<file path="config.mk">
export PLATFORM = sky130hd
export DESIGN_NAME = keyframe_linear_interpolator_flat
export DESIGN_NICKNAME = d
export VERILOG_FILES = /design/src/hw/rtl/kli_pkg.sv /design/src/hw/rtl/kli_ifs.sv /design/src/hw/rtl/kli_div.sv /design/src/hw/rtl/keyframe_linear_interpolator.sv /design/src/flat_wrapper.sv
export SDC_FILE = /design/constraint.sdc
export NUM_CORES = 2
export LEC_CHECK = 0
export BUFFER_PORTS_ARGS = -buffer_cell sky130_fd_sc_hd__buf_2
export CAP_MARGIN = 20
export CORE_MARGIN = 8
export CORE_UTILIZATION = 40
export DETAILED_ROUTE_END_ITERATION = 16
export SLEW_MARGIN = 20
export SYNTH_ARGS = -nofsm -noshare
export SYNTH_HDL_FRONTEND = slang
export SYNTH_HIERARCHICAL = 1
export SYNTH_SLANG_ARGS = --single-unit
</file>
<file path="constraint.sdc">
create_clock -name clk -period 33.5 [get_ports clk]
set_input_delay 3.35 -clock clk [delete_from_list [all_inputs] [get_ports clk]]
set_output_delay 3.35 -clock clk [all_outputs]
set_load 0.05 [all_outputs]
</file>
<file path="src/hw/rtl/kli_pkg.sv">
// shared types and constants of the keyframe interpolator
package kli_pkg;

  localparam int VAL_W    = 32;
  localparam int POSE_LEN = 5;
  localparam int MODE_W   = 2;
  localparam int STEPS_W  = 16;
  localparam int OUT_CNT_W = 4;

  localparam logic [STEPS_W-1:0] STEPS_RESET = 16'd60;

  localparam logic [MODE_W-1:0] MODE_SAVE = 2'd0;
  localparam logic [MODE_W-1:0] MODE_PLAY = 2'd1;
  localparam logic [MODE_W-1:0] MODE_TICK = 2'd2;

  // element 0 is x, then y, z, knee, turn
  typedef logic [POSE_LEN-1:0][VAL_W-1:0] pose_t;

endpackage

</file>
<file path="src/hw/rtl/kli_ifs.sv">
// valid/ready channel interfaces of the keyframe interpolator
interface kli_cmd_if;
  logic                                 valid;
  logic                                 ready;
  logic        [kli_pkg::MODE_W-1:0]    mode;
  logic signed [kli_pkg::VAL_W-1:0]     pos_x;
  logic signed [kli_pkg::VAL_W-1:0]     pos_y;
  logic signed [kli_pkg::VAL_W-1:0]     pos_z;
  logic signed [kli_pkg::VAL_W-1:0]     knee_angle;
  logic signed [kli_pkg::VAL_W-1:0]     turn_angle;

  modport source(output valid, mode, pos_x, pos_y, pos_z, knee_angle, turn_angle,
                 input ready);
  modport sink(input valid, mode, pos_x, pos_y, pos_z, knee_angle, turn_angle,
               output ready);
endinterface

interface kli_res_if;
  logic                                 valid;
  logic                                 ready;
  logic signed [kli_pkg::VAL_W-1:0]     cur_x;
  logic signed [kli_pkg::VAL_W-1:0]     cur_y;
  logic signed [kli_pkg::VAL_W-1:0]     cur_z;
  logic signed [kli_pkg::VAL_W-1:0]     cur_knee;
  logic signed [kli_pkg::VAL_W-1:0]     cur_turn;
  logic                                 is_playing;
  logic                                 play_ended;
  logic        [kli_pkg::OUT_CNT_W-1:0] stored_frames;
  logic                                 save_rejected;

  modport source(output valid, cur_x, cur_y, cur_z, cur_knee, cur_turn, is_playing,
                 play_ended, stored_frames, save_rejected, input ready);
  modport sink(input valid, cur_x, cur_y, cur_z, cur_knee, cur_turn, is_playing,
               play_ended, stored_frames, save_rejected, output ready);
endinterface

interface kli_cfg_if;
  logic                          valid;
  logic                          ready;
  logic [kli_pkg::STEPS_W-1:0]   steps_per_segment;

  modport source(output valid, steps_per_segment, input ready);
  modport sink(input valid, steps_per_segment, output ready);
endinterface

</file>
<file path="src/hw/rtl/kli_div.sv">
// radix-2 restoring divider: signed 33-bit difference by unsigned step count
module kli_div (
  input  logic                          clk,
  input  logic                          rst,
  input  logic                          start,
  input  logic [kli_pkg::VAL_W:0]       diff,
  input  logic [kli_pkg::STEPS_W-1:0]   divisor,
  output logic                          busy,
  output logic                          done,
  output logic [kli_pkg::VAL_W-1:0]     quo
);

  localparam int DW    = kli_pkg::VAL_W + 1;
  localparam int CNT_W = $clog2(DW + 1);

  logic [DW-1:0]                 q;
  logic [kli_pkg::STEPS_W-1:0]   rem;
  logic [kli_pkg::STEPS_W-1:0]   dvs;
  logic                          neg;
  logic [CNT_W-1:0]              cnt;
  logic [kli_pkg::STEPS_W:0]     trial;
  logic                          fits;

  assign trial = {rem, q[DW-1]};
  assign fits  = trial >= {1'b0, dvs};

  always_ff @(posedge clk) begin
    if (rst) begin
      busy <= 1'b0;
      done <= 1'b0;
      cnt  <= '0;
    end else begin
      done <= 1'b0;
      if (start) begin
        busy <= 1'b1;
        cnt  <= CNT_W'(DW);
        neg  <= diff[DW-1];
        q    <= diff[DW-1] ? (~diff + DW'(1)) : diff;
        rem  <= '0;
        dvs  <= divisor;
      end else if (busy) begin
        // shift one dividend bit into the remainder, subtract when it fits
        rem <= fits ? kli_pkg::STEPS_W'(trial - {1'b0, dvs}) : trial[kli_pkg::STEPS_W-1:0];
        q   <= {q[DW-2:0], fits};
        cnt <= cnt - CNT_W'(1);
        if (cnt == CNT_W'(1)) begin
          busy <= 1'b0;
          done <= 1'b1;
        end
      end
    end
  end

  // truncation toward zero: negate the magnitude quotient, keep low 32 bits
  assign quo = neg ? (~q[kli_pkg::VAL_W-1:0] + kli_pkg::VAL_W'(1)) : q[kli_pkg::VAL_W-1:0];

  a_start_idle: assert property (@(posedge clk) disable iff (rst) start |-> !busy)
    else $error("divider started while busy");
  a_done_after_busy: assert property (@(posedge clk) disable iff (rst)
    done |-> ($past(busy) && !busy))
    else $error("divider done without a running division");

endmodule

</file>
<file path="src/hw/rtl/keyframe_linear_interpolator.sv">
// top level: keyframe store, playback sequencer and pose accumulator
//
// channels: cmd takes one word per item (mode, and the pose for a save),
// result gives one word per item (pose after the item and status flags),
// cfg writes steps_per_segment at any handshake (ready is always high).
// save, stop, a plain tick, a tick that ends playback and an unused mode
// load the result register from S_PUSH, the state after the accept edge.
// a play start and a tick that moves to the next segment run a segment
// setup: two reads of the frame memory (one registered read port) and five
// increments through a single bit-serial divider of 33 steps each, one
// after the other; the result register is loaded from S_PUSH after the
// fifth increment.
// one item is in work at a time; cmd is ready in idle even while the
// previous result still waits in the output register, and a finished item
// waits in its last state until the output register is free, so each
// stalled cycle at the receiver lengthens the item.
// reset clears frame count, pose, increments, playback and the result valid
// flag, and sets steps_per_segment to 60; the frame memory is not
// cleared since only written rows are ever read.
module keyframe_linear_interpolator #(
  parameter int FRAME_DEPTH = 8
) (
  input  logic      clk,
  input  logic      rst,
  kli_cmd_if.sink   cmd,
  kli_res_if.source result,
  kli_cfg_if.sink   cfg
);

  localparam int SEG_W = (FRAME_DEPTH > 1) ? $clog2(FRAME_DEPTH) : 1;
  localparam int CNT_W = $clog2(FRAME_DEPTH + 1);
  localparam int VW    = kli_pkg::VAL_W;

  typedef enum logic [2:0] {
    S_IDLE, S_RDA, S_RDB, S_LATB, S_DSTART, S_DWAIT, S_PUSH
  } state_t;

  state_t                         state;
  logic [CNT_W-1:0]               fc;
  logic [SEG_W-1:0]               seg;
  logic [kli_pkg::STEPS_W-1:0]    step_cnt;
  logic [kli_pkg::STEPS_W-1:0]    steps;
  logic                           playing;
  logic                           start_load;
  logic                           ended;
  logic                           rejected;
  logic [2:0]                     comp;
  kli_pkg::pose_t                 pose;
  kli_pkg::pose_t                 incr;
  kli_pkg::pose_t                 row_a;
  kli_pkg::pose_t                 row_b;

  kli_pkg::pose_t                 mem [FRAME_DEPTH];
  kli_pkg::pose_t                 mem_q;
  logic [SEG_W-1:0]               rd_addr;
  logic                           mem_we;
  kli_pkg::pose_t                 cmd_pose;

  logic                           cmd_fire;
  logic                           store_full;
  logic                           last_seg;
  logic                           push;

  logic                           div_start;
  logic                           div_busy;
  logic                           div_done;
  logic [VW:0]                    div_diff;
  logic [kli_pkg::STEPS_W-1:0]    div_divisor;
  logic [VW-1:0]                  div_quo;

  logic                           out_valid;
  kli_pkg::pose_t                 out_pose;
  logic                           out_playing;
  logic                           out_ended;
  logic [kli_pkg::OUT_CNT_W-1:0]  out_frames;
  logic                           out_rejected;

  assign cmd.ready  = (state == S_IDLE);
  assign cfg.ready  = 1'b1;
  assign cmd_fire   = cmd.valid && cmd.ready;
  assign store_full = (fc >= CNT_W'(FRAME_DEPTH));
  // next segment would run past the last stored frame
  assign last_seg   = ((CNT_W + 1)'(seg) + (CNT_W + 1)'(3)) > (CNT_W + 1)'(fc);
  assign push       = (state == S_PUSH) && (!out_valid || result.ready);

  assign cmd_pose[0] = cmd.pos_x;
  assign cmd_pose[1] = cmd.pos_y;
  assign cmd_pose[2] = cmd.pos_z;
  assign cmd_pose[3] = cmd.knee_angle;
  assign cmd_pose[4] = cmd.turn_angle;

  assign mem_we  = cmd_fire && (cmd.mode == kli_pkg::MODE_SAVE) && !store_full;
  assign rd_addr = (state == S_RDB) ? (seg + SEG_W'(1)) : seg;

  always_ff @(posedge clk) begin
    if (mem_we) begin
      mem[fc[SEG_W-1:0]] <= cmd_pose;
    end
    mem_q <= mem[rd_addr];
  end

  assign div_start   = (state == S_DSTART);
  assign div_diff    = {row_b[comp][VW-1], row_b[comp]} - {row_a[comp][VW-1], row_a[comp]};
  assign div_divisor = (steps == '0) ? kli_pkg::STEPS_W'(1) : steps;

  kli_div u_div (
    .clk     (clk),
    .rst     (rst),
    .start   (div_start),
    .diff    (div_diff),
    .divisor (div_divisor),
    .busy    (div_busy),
    .done    (div_done),
    .quo     (div_quo)
  );

  always_ff @(posedge clk) begin
    if (rst) begin
      state      <= S_IDLE;
      fc         <= '0;
      seg        <= '0;
      step_cnt   <= '0;
      steps      <= kli_pkg::STEPS_RESET;
      playing    <= 1'b0;
      start_load <= 1'b0;
      ended      <= 1'b0;
      rejected   <= 1'b0;
      comp       <= '0;
      pose       <= '0;
      incr       <= '0;
      out_valid  <= 1'b0;
    end else begin
      if (cfg.valid && cfg.ready) begin
        steps <= cfg.steps_per_segment;
      end
      if (push) begin
        out_valid <= 1'b1;
      end else if (result.valid && result.ready) begin
        out_valid <= 1'b0;
      end
      case (state)
        S_IDLE: begin
          if (cmd_fire) begin
            ended    <= 1'b0;
            rejected <= 1'b0;
            state    <= S_PUSH;
            case (cmd.mode)
              kli_pkg::MODE_SAVE: begin
                if (store_full) begin
                  rejected <= 1'b1;
                end else begin
                  fc <= fc + CNT_W'(1);
                end
              end
              kli_pkg::MODE_PLAY: begin
                if (!playing && fc > CNT_W'(1)) begin
                  seg        <= '0;
                  step_cnt   <= '0;
                  playing    <= 1'b1;
                  start_load <= 1'b1;
                  state      <= S_RDA;
                end else begin
                  playing <= 1'b0;
                end
              end
              kli_pkg::MODE_TICK: begin
                if (playing) begin
                  if (step_cnt >= steps) begin
                    if (last_seg) begin
                      seg     <= '0;
                      playing <= 1'b0;
                      ended   <= 1'b1;
                    end else begin
                      seg        <= seg + SEG_W'(1);
                      step_cnt   <= '0;
                      start_load <= 1'b0;
                      state      <= S_RDA;
                    end
                  end else begin
                    for (int k = 0; k < kli_pkg::POSE_LEN; k++) begin
                      pose[k] <= pose[k] + incr[k];
                    end
                    step_cnt <= step_cnt + kli_pkg::STEPS_W'(1);
                  end
                end
              end
              default: begin
              end
            endcase
          end
        end
        S_RDA: begin
          state <= S_RDB;
        end
        S_RDB: begin
          row_a <= mem_q;
          if (start_load) begin
            pose <= mem_q;
          end
          state <= S_LATB;
        end
        S_LATB: begin
          row_b <= mem_q;
          comp  <= '0;
          state <= S_DSTART;
        end
        S_DSTART: begin
          state <= S_DWAIT;
        end
        S_DWAIT: begin
          if (div_done) begin
            incr[comp] <= div_quo;
            if (comp == 3'(kli_pkg::POSE_LEN - 1)) begin
              state <= S_PUSH;
            end else begin
              comp  <= comp + 3'(1);
              state <= S_DSTART;
            end
          end
        end
        S_PUSH: begin
          if (push) begin
            out_pose     <= pose;
            out_playing  <= playing;
            out_ended    <= ended;
            out_frames   <= kli_pkg::OUT_CNT_W'(fc);
            out_rejected <= rejected;
            state        <= S_IDLE;
          end
        end
        default: begin
          state <= S_IDLE;
        end
      endcase
    end
  end

  assign result.valid         = out_valid;
  assign result.cur_x         = out_pose[0];
  assign result.cur_y         = out_pose[1];
  assign result.cur_z         = out_pose[2];
  assign result.cur_knee      = out_pose[3];
  assign result.cur_turn      = out_pose[4];
  assign result.is_playing    = out_playing;
  assign result.play_ended    = out_ended;
  assign result.stored_frames = out_frames;
  assign result.save_rejected = out_rejected;

  a_count_bound: assert property (@(posedge clk) disable iff (rst)
    fc <= CNT_W'(FRAME_DEPTH))
    else $error("frame count beyond store depth");
  a_segment_in_store: assert property (@(posedge clk) disable iff (rst)
    playing |-> (((CNT_W + 1)'(seg) + (CNT_W + 1)'(2)) <= (CNT_W + 1)'(fc)))
    else $error("playback segment past stored frames");
  a_end_stops: assert property (@(posedge clk) disable iff (rst)
    (result.valid && result.play_ended) |-> !result.is_playing)
    else $error("end of playback reported while playing");
  a_div_only_setup: assert property (@(posedge clk) disable iff (rst)
    div_busy |-> (state == S_DWAIT))
    else $error("divider running outside segment setup");

endmodule

</file>
<file path="src/flat_wrapper.sv">
// flat-port wrapper written by rule: the top's interface ports become plain ports
module keyframe_linear_interpolator_flat 
#(
  parameter int FRAME_DEPTH = 8
)
  (clk, rst, cmd_valid, cmd_mode, cmd_pos_x, cmd_pos_y, cmd_pos_z, cmd_knee_angle, cmd_turn_angle, cmd_ready, result_valid, result_cur_x, result_cur_y, result_cur_z, result_cur_knee, result_cur_turn, result_is_playing, result_play_ended, result_stored_frames, result_save_rejected, result_ready, cfg_valid, cfg_steps_per_segment, cfg_ready);
  kli_cmd_if cmd_i ();
  kli_res_if result_i ();
  kli_cfg_if cfg_i ();
  input  logic clk;
  input  logic rst;
  input wire logic [$bits(cmd_i.valid)-1:0] cmd_valid;
  input wire logic [$bits(cmd_i.mode)-1:0] cmd_mode;
  input wire logic [$bits(cmd_i.pos_x)-1:0] cmd_pos_x;
  input wire logic [$bits(cmd_i.pos_y)-1:0] cmd_pos_y;
  input wire logic [$bits(cmd_i.pos_z)-1:0] cmd_pos_z;
  input wire logic [$bits(cmd_i.knee_angle)-1:0] cmd_knee_angle;
  input wire logic [$bits(cmd_i.turn_angle)-1:0] cmd_turn_angle;
  output wire logic [$bits(cmd_i.ready)-1:0] cmd_ready;
  output wire logic [$bits(result_i.valid)-1:0] result_valid;
  output wire logic [$bits(result_i.cur_x)-1:0] result_cur_x;
  output wire logic [$bits(result_i.cur_y)-1:0] result_cur_y;
  output wire logic [$bits(result_i.cur_z)-1:0] result_cur_z;
  output wire logic [$bits(result_i.cur_knee)-1:0] result_cur_knee;
  output wire logic [$bits(result_i.cur_turn)-1:0] result_cur_turn;
  output wire logic [$bits(result_i.is_playing)-1:0] result_is_playing;
  output wire logic [$bits(result_i.play_ended)-1:0] result_play_ended;
  output wire logic [$bits(result_i.stored_frames)-1:0] result_stored_frames;
  output wire logic [$bits(result_i.save_rejected)-1:0] result_save_rejected;
  input wire logic [$bits(result_i.ready)-1:0] result_ready;
  input wire logic [$bits(cfg_i.valid)-1:0] cfg_valid;
  input wire logic [$bits(cfg_i.steps_per_segment)-1:0] cfg_steps_per_segment;
  output wire logic [$bits(cfg_i.ready)-1:0] cfg_ready;
  assign cmd_i.valid = cmd_valid;
  assign cmd_i.mode = cmd_mode;
  assign cmd_i.pos_x = cmd_pos_x;
  assign cmd_i.pos_y = cmd_pos_y;
  assign cmd_i.pos_z = cmd_pos_z;
  assign cmd_i.knee_angle = cmd_knee_angle;
  assign cmd_i.turn_angle = cmd_turn_angle;
  assign cmd_ready = cmd_i.ready;
  assign result_valid = result_i.valid;
  assign result_cur_x = result_i.cur_x;
  assign result_cur_y = result_i.cur_y;
  assign result_cur_z = result_i.cur_z;
  assign result_cur_knee = result_i.cur_knee;
  assign result_cur_turn = result_i.cur_turn;
  assign result_is_playing = result_i.is_playing;
  assign result_play_ended = result_i.play_ended;
  assign result_stored_frames = result_i.stored_frames;
  assign result_save_rejected = result_i.save_rejected;
  assign result_i.ready = result_ready;
  assign cfg_i.valid = cfg_valid;
  assign cfg_i.steps_per_segment = cfg_steps_per_segment;
  assign cfg_ready = cfg_i.ready;
  keyframe_linear_interpolator #(.FRAME_DEPTH(FRAME_DEPTH)) u_core (.clk(clk), .rst(rst), .cmd(cmd_i), .result(result_i), .cfg(cfg_i));
endmodule
</file>
Word level (Yosys, flattened, before mapping)
Memories as Yosys holds them, arrays and structs flattened. A register that Yosys moved wholly into a read port is not among the register bits.
Index checks and enable logic that the tools add are counted.
{"block": "totals", "word_cells": 204, "output_inout_bits": 170, "ff_bits": 931, "memories": 1, "in_bits": 183, "ram_bits": 1280}
{"name": "u_core.mem", "depth": 8, "width": 160, "read_ports": 1, "rd_ports_with_merged_regs": 1, "wr": 1, "line_no": "keyframe_linear_interpolator.sv:53", "text": "kli_pkg::pose_t mem [FRAME_DEPTH];"}
{"block": "op_classes", "n_reduce_logical": 36, "muxes": 69, "n_eq_ne": 23, "magnitude_cmp": 7, "bitwise": 5, "addsub": 15}
{"operator": "two-way mux 160 bit", "count": 5}
{"operator": "case mux 160 bit (2 select lines)", "count": 1}
{"operator": "binary-select mux 32 bit (select 3 bit)", "count": 2}
{"operator": "adder 32 bit", "count": 5}
{"operator": "bitwise mux 160 bit", "count": 1}
{"operator": "two-way mux 32 bit", "count": 4}
{"operator": "two-way mux 33 bit", "count": 3}
{"operator": "demux 32 bit (select 3 bit)", "count": 1}
{"operator": "two-way mux 16 bit", "count": 6}
{"operator": "two-way mux 3 bit", "count": 14}
{"operator": "adder 33 x 1 -> 33 bit, second input constant", "count": 1}
{"operator": "inverter 33 bit", "count": 1}
{"operator": "subtractor 32 x 32 -> 33 bit", "count": 1}
{"operator": "adder 32 x 1 -> 32 bit, second input constant", "count": 1}
{"operator": "inverter 32 bit", "count": 1}
{"operator": "case mux 16 bit (2 select lines)", "count": 1}
{"operator": "two-way mux 1 bit", "count": 22}
{"operator": "case mux 3 bit (7 select lines)", "count": 1}
{"operator": "case mux 3 bit (2 select lines)", "count": 3}
{"operator": "AND reduction 6 bit", "count": 3}
{"operator": ">= comparator 17 x 16 -> 1 bit", "count": 1}
{"operator": "adder 16 x 1 -> 16 bit, second input constant", "count": 1}
{"operator": ">= comparator 16 bit", "count": 1}
{"operator": "zero test 16 bit", "count": 1}
{"operator": "35 further kinds", "count": 74}

Depth between registers and ports, before layout
{"block": "depth", "depth_word": 8, "ltp_mapped": 25}

By module
The synthesis kept the hierarchy.
{"mod": "keyframe_linear_interpolator", "area_each_um2": 92914.1, "cells_each": 6193, "seq_area_each_um2": 63671.1, "n_inst": 1}
{"mod": "kli_div", "area_each_um2": 4999.8, "cells_each": 528, "seq_area_each_um2": 2142.1, "n_inst": 1}

Least setup slack after synthesis
Ideal clock, no wire load.
{"block": "synth_timing", "kind": "input-to-reg", "startpoint": "input cmd_valid", "endpoint": "memory u_core/mem[0][0] (netlist bit) (enable)", "arrival_ns": 14.857, "stages": 6, "path_slack_ns": 17.767, "n_path_buf": 1, "path_cell_list": "inv_1 > nor2_1 > and3_1 > clkbuf_1 > nand2_1 > nor3_1"}
{"block": "synth_between", "elab_chain_cells": 5}
{"element": "start, declared", "line_no": "flat_wrapper.sv:12", "text": "input wire logic [$bits(cmd_i.valid)-1:0] cmd_valid;"}
{"element": "logical AND 1 bit", "line_no": "keyframe_linear_interpolator.sv:80", "text": "assign cmd_fire = cmd.valid && cmd.ready;"}
{"element": "logical AND 1 bit (2 in series)", "line_no": "keyframe_linear_interpolator.sv:92", "text": "assign mem_we = cmd_fire && (cmd.mode == kli_pkg::MODE_SAVE) && !store_full;"}
{"element": "two-way mux 1 bit", "line_no": "keyframe_linear_interpolator.sv:96", "text": "if (mem_we) begin"}
{"element": "two-way mux 1 bit (implied by the code)", "line_no": "keyframe_linear_interpolator.sv:97", "text": "mem[fc[SEG_W-1:0]] <= cmd_pose;"}
{"element": "end, declared", "line_no": "keyframe_linear_interpolator.sv:53"}
No other way between the ends.

Worst setup path after layout
{"block": "layout_timing", "startpoint": "register u_core.comp[2]", "endpoint": "register u_core.u_div.q[31] (data pin)"}
{"block": "layout_between", "elab_chain_cells": 7, "elab_cells_between_ends": 9}
{"element": "start, declared", "line_no": "keyframe_linear_interpolator.sv:47", "text": "logic [2:0] comp;"}
{"element": "start signal, assigned", "line_no": "keyframe_linear_interpolator.sv:216", "text": "comp <= comp + 3'(1);"}
{"element": "binary-select mux 32 bit (select 3 bit)", "line_no": "keyframe_linear_interpolator.sv:103", "text": "assign div_diff = {row_b[comp][VW-1], row_b[comp]} - {row_a[comp][VW-1], row_a[comp]};"}
{"element": "two-way mux 32 bit (implied by the code)", "line_no": "keyframe_linear_interpolator.sv:103"}
{"element": "subtractor 32 x 32 -> 33 bit *", "line_no": "keyframe_linear_interpolator.sv:103"}
{"element": "net u_core.div_diff[23]", "line_no": "keyframe_linear_interpolator.sv:67", "text": "logic [VW:0] div_diff;"}
{"element": "inverter 33 bit *", "line_no": "kli_div.sv:38", "text": "q <= diff[DW-1] ? (~diff + DW'(1)) : diff;"}
{"element": "adder 33 x 1 -> 33 bit *", "line_no": "kli_div.sv:38"}
{"element": "two-way mux 33 bit *", "line_no": "kli_div.sv:38"}
{"element": "two-way mux 33 bit *", "line_no": "kli_div.sv:34", "text": "if (start) begin"}
{"element": "end signal, assigned", "line_no": "kli_div.sv:38"}
{"element": "end signal, assigned", "line_no": "kli_div.sv:44", "text": "q <= {q[DW-2:0], fits};"}
{"element": "end, declared", "line_no": "kli_div.sv:16", "text": "logic [DW-1:0] q;"}
The timed path passes the listed nets; every way through them passes the cells marked *. The select of a mux whose other input is x is not followed.
A chain may end at the register's enable or synchronous reset.

==> flow_summary.yaml <==
run_status:
  outcome: "completed"
clocking:
  clock_sinks: 2371
  postCtsSetupBuffers: 0
  cts_buffers: 236
  worstSkewPairLatency_ns: 0.93
  cts_tree: "yes"
  cts-root-buf: "clkbuf_16"
  clkTransAtPathRegs_ns: 0.06
  post_cts_resized: 0
  cts.htree.levels: 4
  hold_buffers: 0
  clk_path_buf_depth: 3
synth:
  yosys_warnings: 6
  synthTopCellsByCount: "edfxtp_1, nand2_1, dfxtp_1"
  ys.flop_type: "edfxtp_1"
  yosysTopAreaCell: "edfxtp_1"
  yosys.area.top_type_share: 0.562
  yosys_register_bits: 2371
  syn-instance-count: 6721
  syn_area_per_cell_sq_um: 14.6
  ys_types: 95
  seq_area_frac_synth: 0.672
  synth_fp_nets: 7149
  syn-cell-area_sq_um: 97900
  synth_edf_count: 1833
  yosysMostFrequentCell: "edfxtp_1"
  synthTopCellsByArea: "edfxtp_1, dfxtp_1, mux4_2"
  ys_async_sr_fraction: 0
global_route:
  grt_pass1_wl_um: 400000
  grt_max_degree: 161
  antenna_found_initial: 84
  gr-total-overflow: 0
  grt_usage: 0.204
  first_global_vias: 56900
setup_path:
  crit_start: "u_core/comp[2]$_SDFFE_PP0P_"
  crit_fanout: 52
  end_kind: "flip-flop"
  r2r_end: "u_core/u_div/q[31]$_DFFE_PP_"
  cp.depth: 22
  rrSetupSlack_ns: 26.24
  crit_slowest_cell: "dfxtp_2"
  crit_family: "simple AND/OR/NAND/NOR gates"
  cp_num_buf_inv: 3
  setup.worst_path.start_class: "flip-flop"
  cp.required_ns: 34.09
  cpPeakStageDelay_ns: 0.63
  regToRegStartpoint: "u_core/comp[2]$_SDFFE_PP0P_"
  cp-endpoint: "u_core/u_div/q[31]$_DFFE_PP_"
  cp.arrival_ns: 7.86
  cp_common_cell: "a21oi_1"
  crit_type: "reg2reg"
  crit_chain: "buf_4 > inv_1 > nor2_4 > buf_4 > a22oi_1 > o22a_1 > ha_1 > a21o_1 > a21oi_1 > o21ai_0 > o2111ai_1 > nand2_1 > a21o_1 > a21oi_1 > xnor2_1 > or4_1 > or4_1 > or2_2 > or3_1 > o21ai_1 > xor2_1 > a21oi_1"
  ff2ff_path_depth: 22
power_and_ir_drop:
  leakage_nw: 38.4
  p_per_area_nw_per_um2: 60.5
  irDropWorstVdd_mv: 0.0553
detailed_routing:
  via_per_inst: 5.64
  drtIter0Drc: 5953
  wl_per_cell_um: 26.5
  antenna_left: 0
  wl_um: 278000
  drc_errors: 0
  drt_first_pass_iters: 6
  vias: 59200
sta:
  max_slew_margin: 0.175
  period_minus_slack_ns: 7.26
  fmax_mhz: 138
  fin_worst_skew_ns: 0.0884
  tns_ns: 0
  drv_slew: 0
  rsz0062_at_grt: "false"
  worstMarginPinSlew_ns: 1.23
  min_period_over_period: 0.217
  finalHoldViolations: 0
  setup_viol: 0
floorplanning:
  start_util: 0.403
  die_w_um: 511
  core-area_sq_um: 243000
  rows: 181
  die_h_um: 511
  io_pins: 353
  die_area_sq_um: 261000
place:
  placed_area_sq_um: 103000
  gp_congestion: 0.925
  port_buffers: 351
  hpwl_um: 187000
hold_path:
  hp-class: "reg2reg"
final_layout:
  final_nets: 7485
  drive_above_1_share: 0.192
  stdcell_area_sq_um: 112000
  synthToLayoutAreaGrowth_pct: 14.0
  final.fill_count: 21300
flow_run:
  drv_cap: 0
[cells in the final DEF (no fill, tap or decap), types with 33 or more instances in the layout]
master        n
clkbuf_1     45
mux2_2      161
mux4_2      320
o21ai_0     214
edfxtp_1   1833
nand3_1      72
a21o_1       94
o22a_1       33
inv_1       123
clkinv_2     57
nand2_1     627
a22oi_1      65
o22ai_1      40
mux2i_1     101
nor3_1       96
dfxtp_1     535
a21oi_1     508
ha_1        238
xor2_1       95
clkbuf_16   242
nor2_1      404
a211oi_1     75
a311oi_1     38
a31oi_1      53
xnor2_1     130
buf_4        87
buf_2       350
[stage by stage]
stage                      util  hold slack (ns)  std cells  worst slack [ns]  power, mW
after floorplan               -            0.408       6721             17.77       3.82
after global placement    0.425            0.414      10000             25.77       4.07
after detailed placement  0.425            0.419      10000             25.69       4.08
after CTS                 0.459            0.429      10500             26.27       6.82
after global routing      0.459            0.435      10500             25.74       6.97
final                     0.459            0.429      10500             26.24       6.76
[layer usage]
layer / global-route usage / wire length [um] / vias to the layer above
met4: 0.0738 / 11200 / 42
li1: - / - / 26500
met3: 0.0394 / 20100 / 508
met1: 0.283 / 120000 / 29900
met2: 0.322 / 127000 / 2208
met5: 0 / 244 / -
[logic make-up (layout without fill, tap and decap cells)]
group,count (synthesis),in the layout,synth area share
flops,2371,2371,0.672
simple gates,1444,1444,0.0644
compound gates,1369,1369,0.0887
mux,582,582,0.102
buf+inv,475,1023,0.0195
fa+ha+maj,245,245,0.0318
xor+xnor,234,234,0.0209
other cells,1,28,0.0000383
[registers in the layout, indices dropped and copies added, names as in the netlist, 3 cells and up]
signal                       flops
u_core/u_div/q                  33
u_core/comp                      3
u_core/result.cur_z             32
u_core/result.cur_x             32
u_core/row_a                   160
u_core/result.cur_knee          32
u_core/mem                    1280
u_core/u_div/dvs                16
u_core/u_div/rem                16
u_core/result.stored_frames      4
u_core/state                     3
u_core/fc                        4
u_core/step_cnt                 16
u_core/seg                       3
u_core/result.cur_y             32
u_core/pose                    160
u_core/u_div/cnt                 6
u_core/result.cur_turn          32
u_core/incr                    160
u_core/row_b                   160
u_core/mem_q                   160
u_core/steps                    16
[power by group]
| part | switching [mW] | total, mW | internal (mW) |
|---|---|---|---|
| Combinational | 0.379 | 0.618 | 0.239 |
| Clock | 1.15 | 2.74 | 1.59 |
| Sequential | 0.121 | 3.40 | 3.28 |
| Total | 1.65 | 6.76 | 5.11 |
[worst reg2reg max path, stage by stage (launching register included)]
cell	delay (ns)
dfxtp_2	0.63
buf_4	0.59
inv_1	0.33
nor2_4	0.60
buf_4	0.51
a22oi_1	0.17
o22a_1	0.21
ha_1	0.36
a21o_1	0.18
a21oi_1	0.14
o21ai_0	0.16
o2111ai_1	0.30
nand2_1	0.18
a21o_1	0.21
a21oi_1	0.18
xnor2_1	0.13
or4_1	0.59
or4_1	0.44
or2_2	0.32
or3_1	0.35
o21ai_1	0.16
xor2_1	0.17
a21oi_1	0.08
[worst min-delay path by stage]
| stage | endpoint | depth (start not counted) | slack [ns] | start |
|---|---|---|---|---|
| 5_1_grt | u_core/result.save_rejected$_DFFE_PP_ | 0 | 0.44 | u_core/rejected$_SDFFE_PP0P_ |
| 4_1_cts | u_core/result.cur_x[22]$_DFFE_PP_ | 0 | 0.43 | u_core/pose[22]$_SDFFE_PP0P_ |
| 3_3_place_gp | u_core/result.save_rejected$_DFFE_PP_ | 0 | 0.41 | u_core/rejected$_SDFFE_PP0P_ |
| 6_report | u_core/result.save_rejected$_DFFE_PP_ | 0 | 0.43 | u_core/rejected$_SDFFE_PP0P_ |
| 2_1_floorplan | u_core/result.save_rejected$_DFFE_PP_ | 0 | 0.41 | u_core/rejected$_SDFFE_PP0P_ |
| 3_5_place_dp | u_core/result.save_rejected$_DFFE_PP_ | 0 | 0.42 | u_core/rejected$_SDFFE_PP0P_ |
[cell type report]
| cell class | instances | area, sq um | area share |
|---|---|---|---|
| antenna | 27 | 67.6 | 0.000605 |
| tap | 3202 | 4010 | 0.0359 |
| timing repair buffer | 447 | 2600 | 0.0233 |
| clock buffer | 313 | 6580 | 0.0590 |
| multi-input combinational | 3875 | 30500 | 0.273 |
| clock inverter | 137 | 1630 | 0.0146 |
| sequential | 2371 | 65800 | 0.589 |
| inverter | 126 | 473 | 0.00424 |
Power figures use the tool's default switching activity.
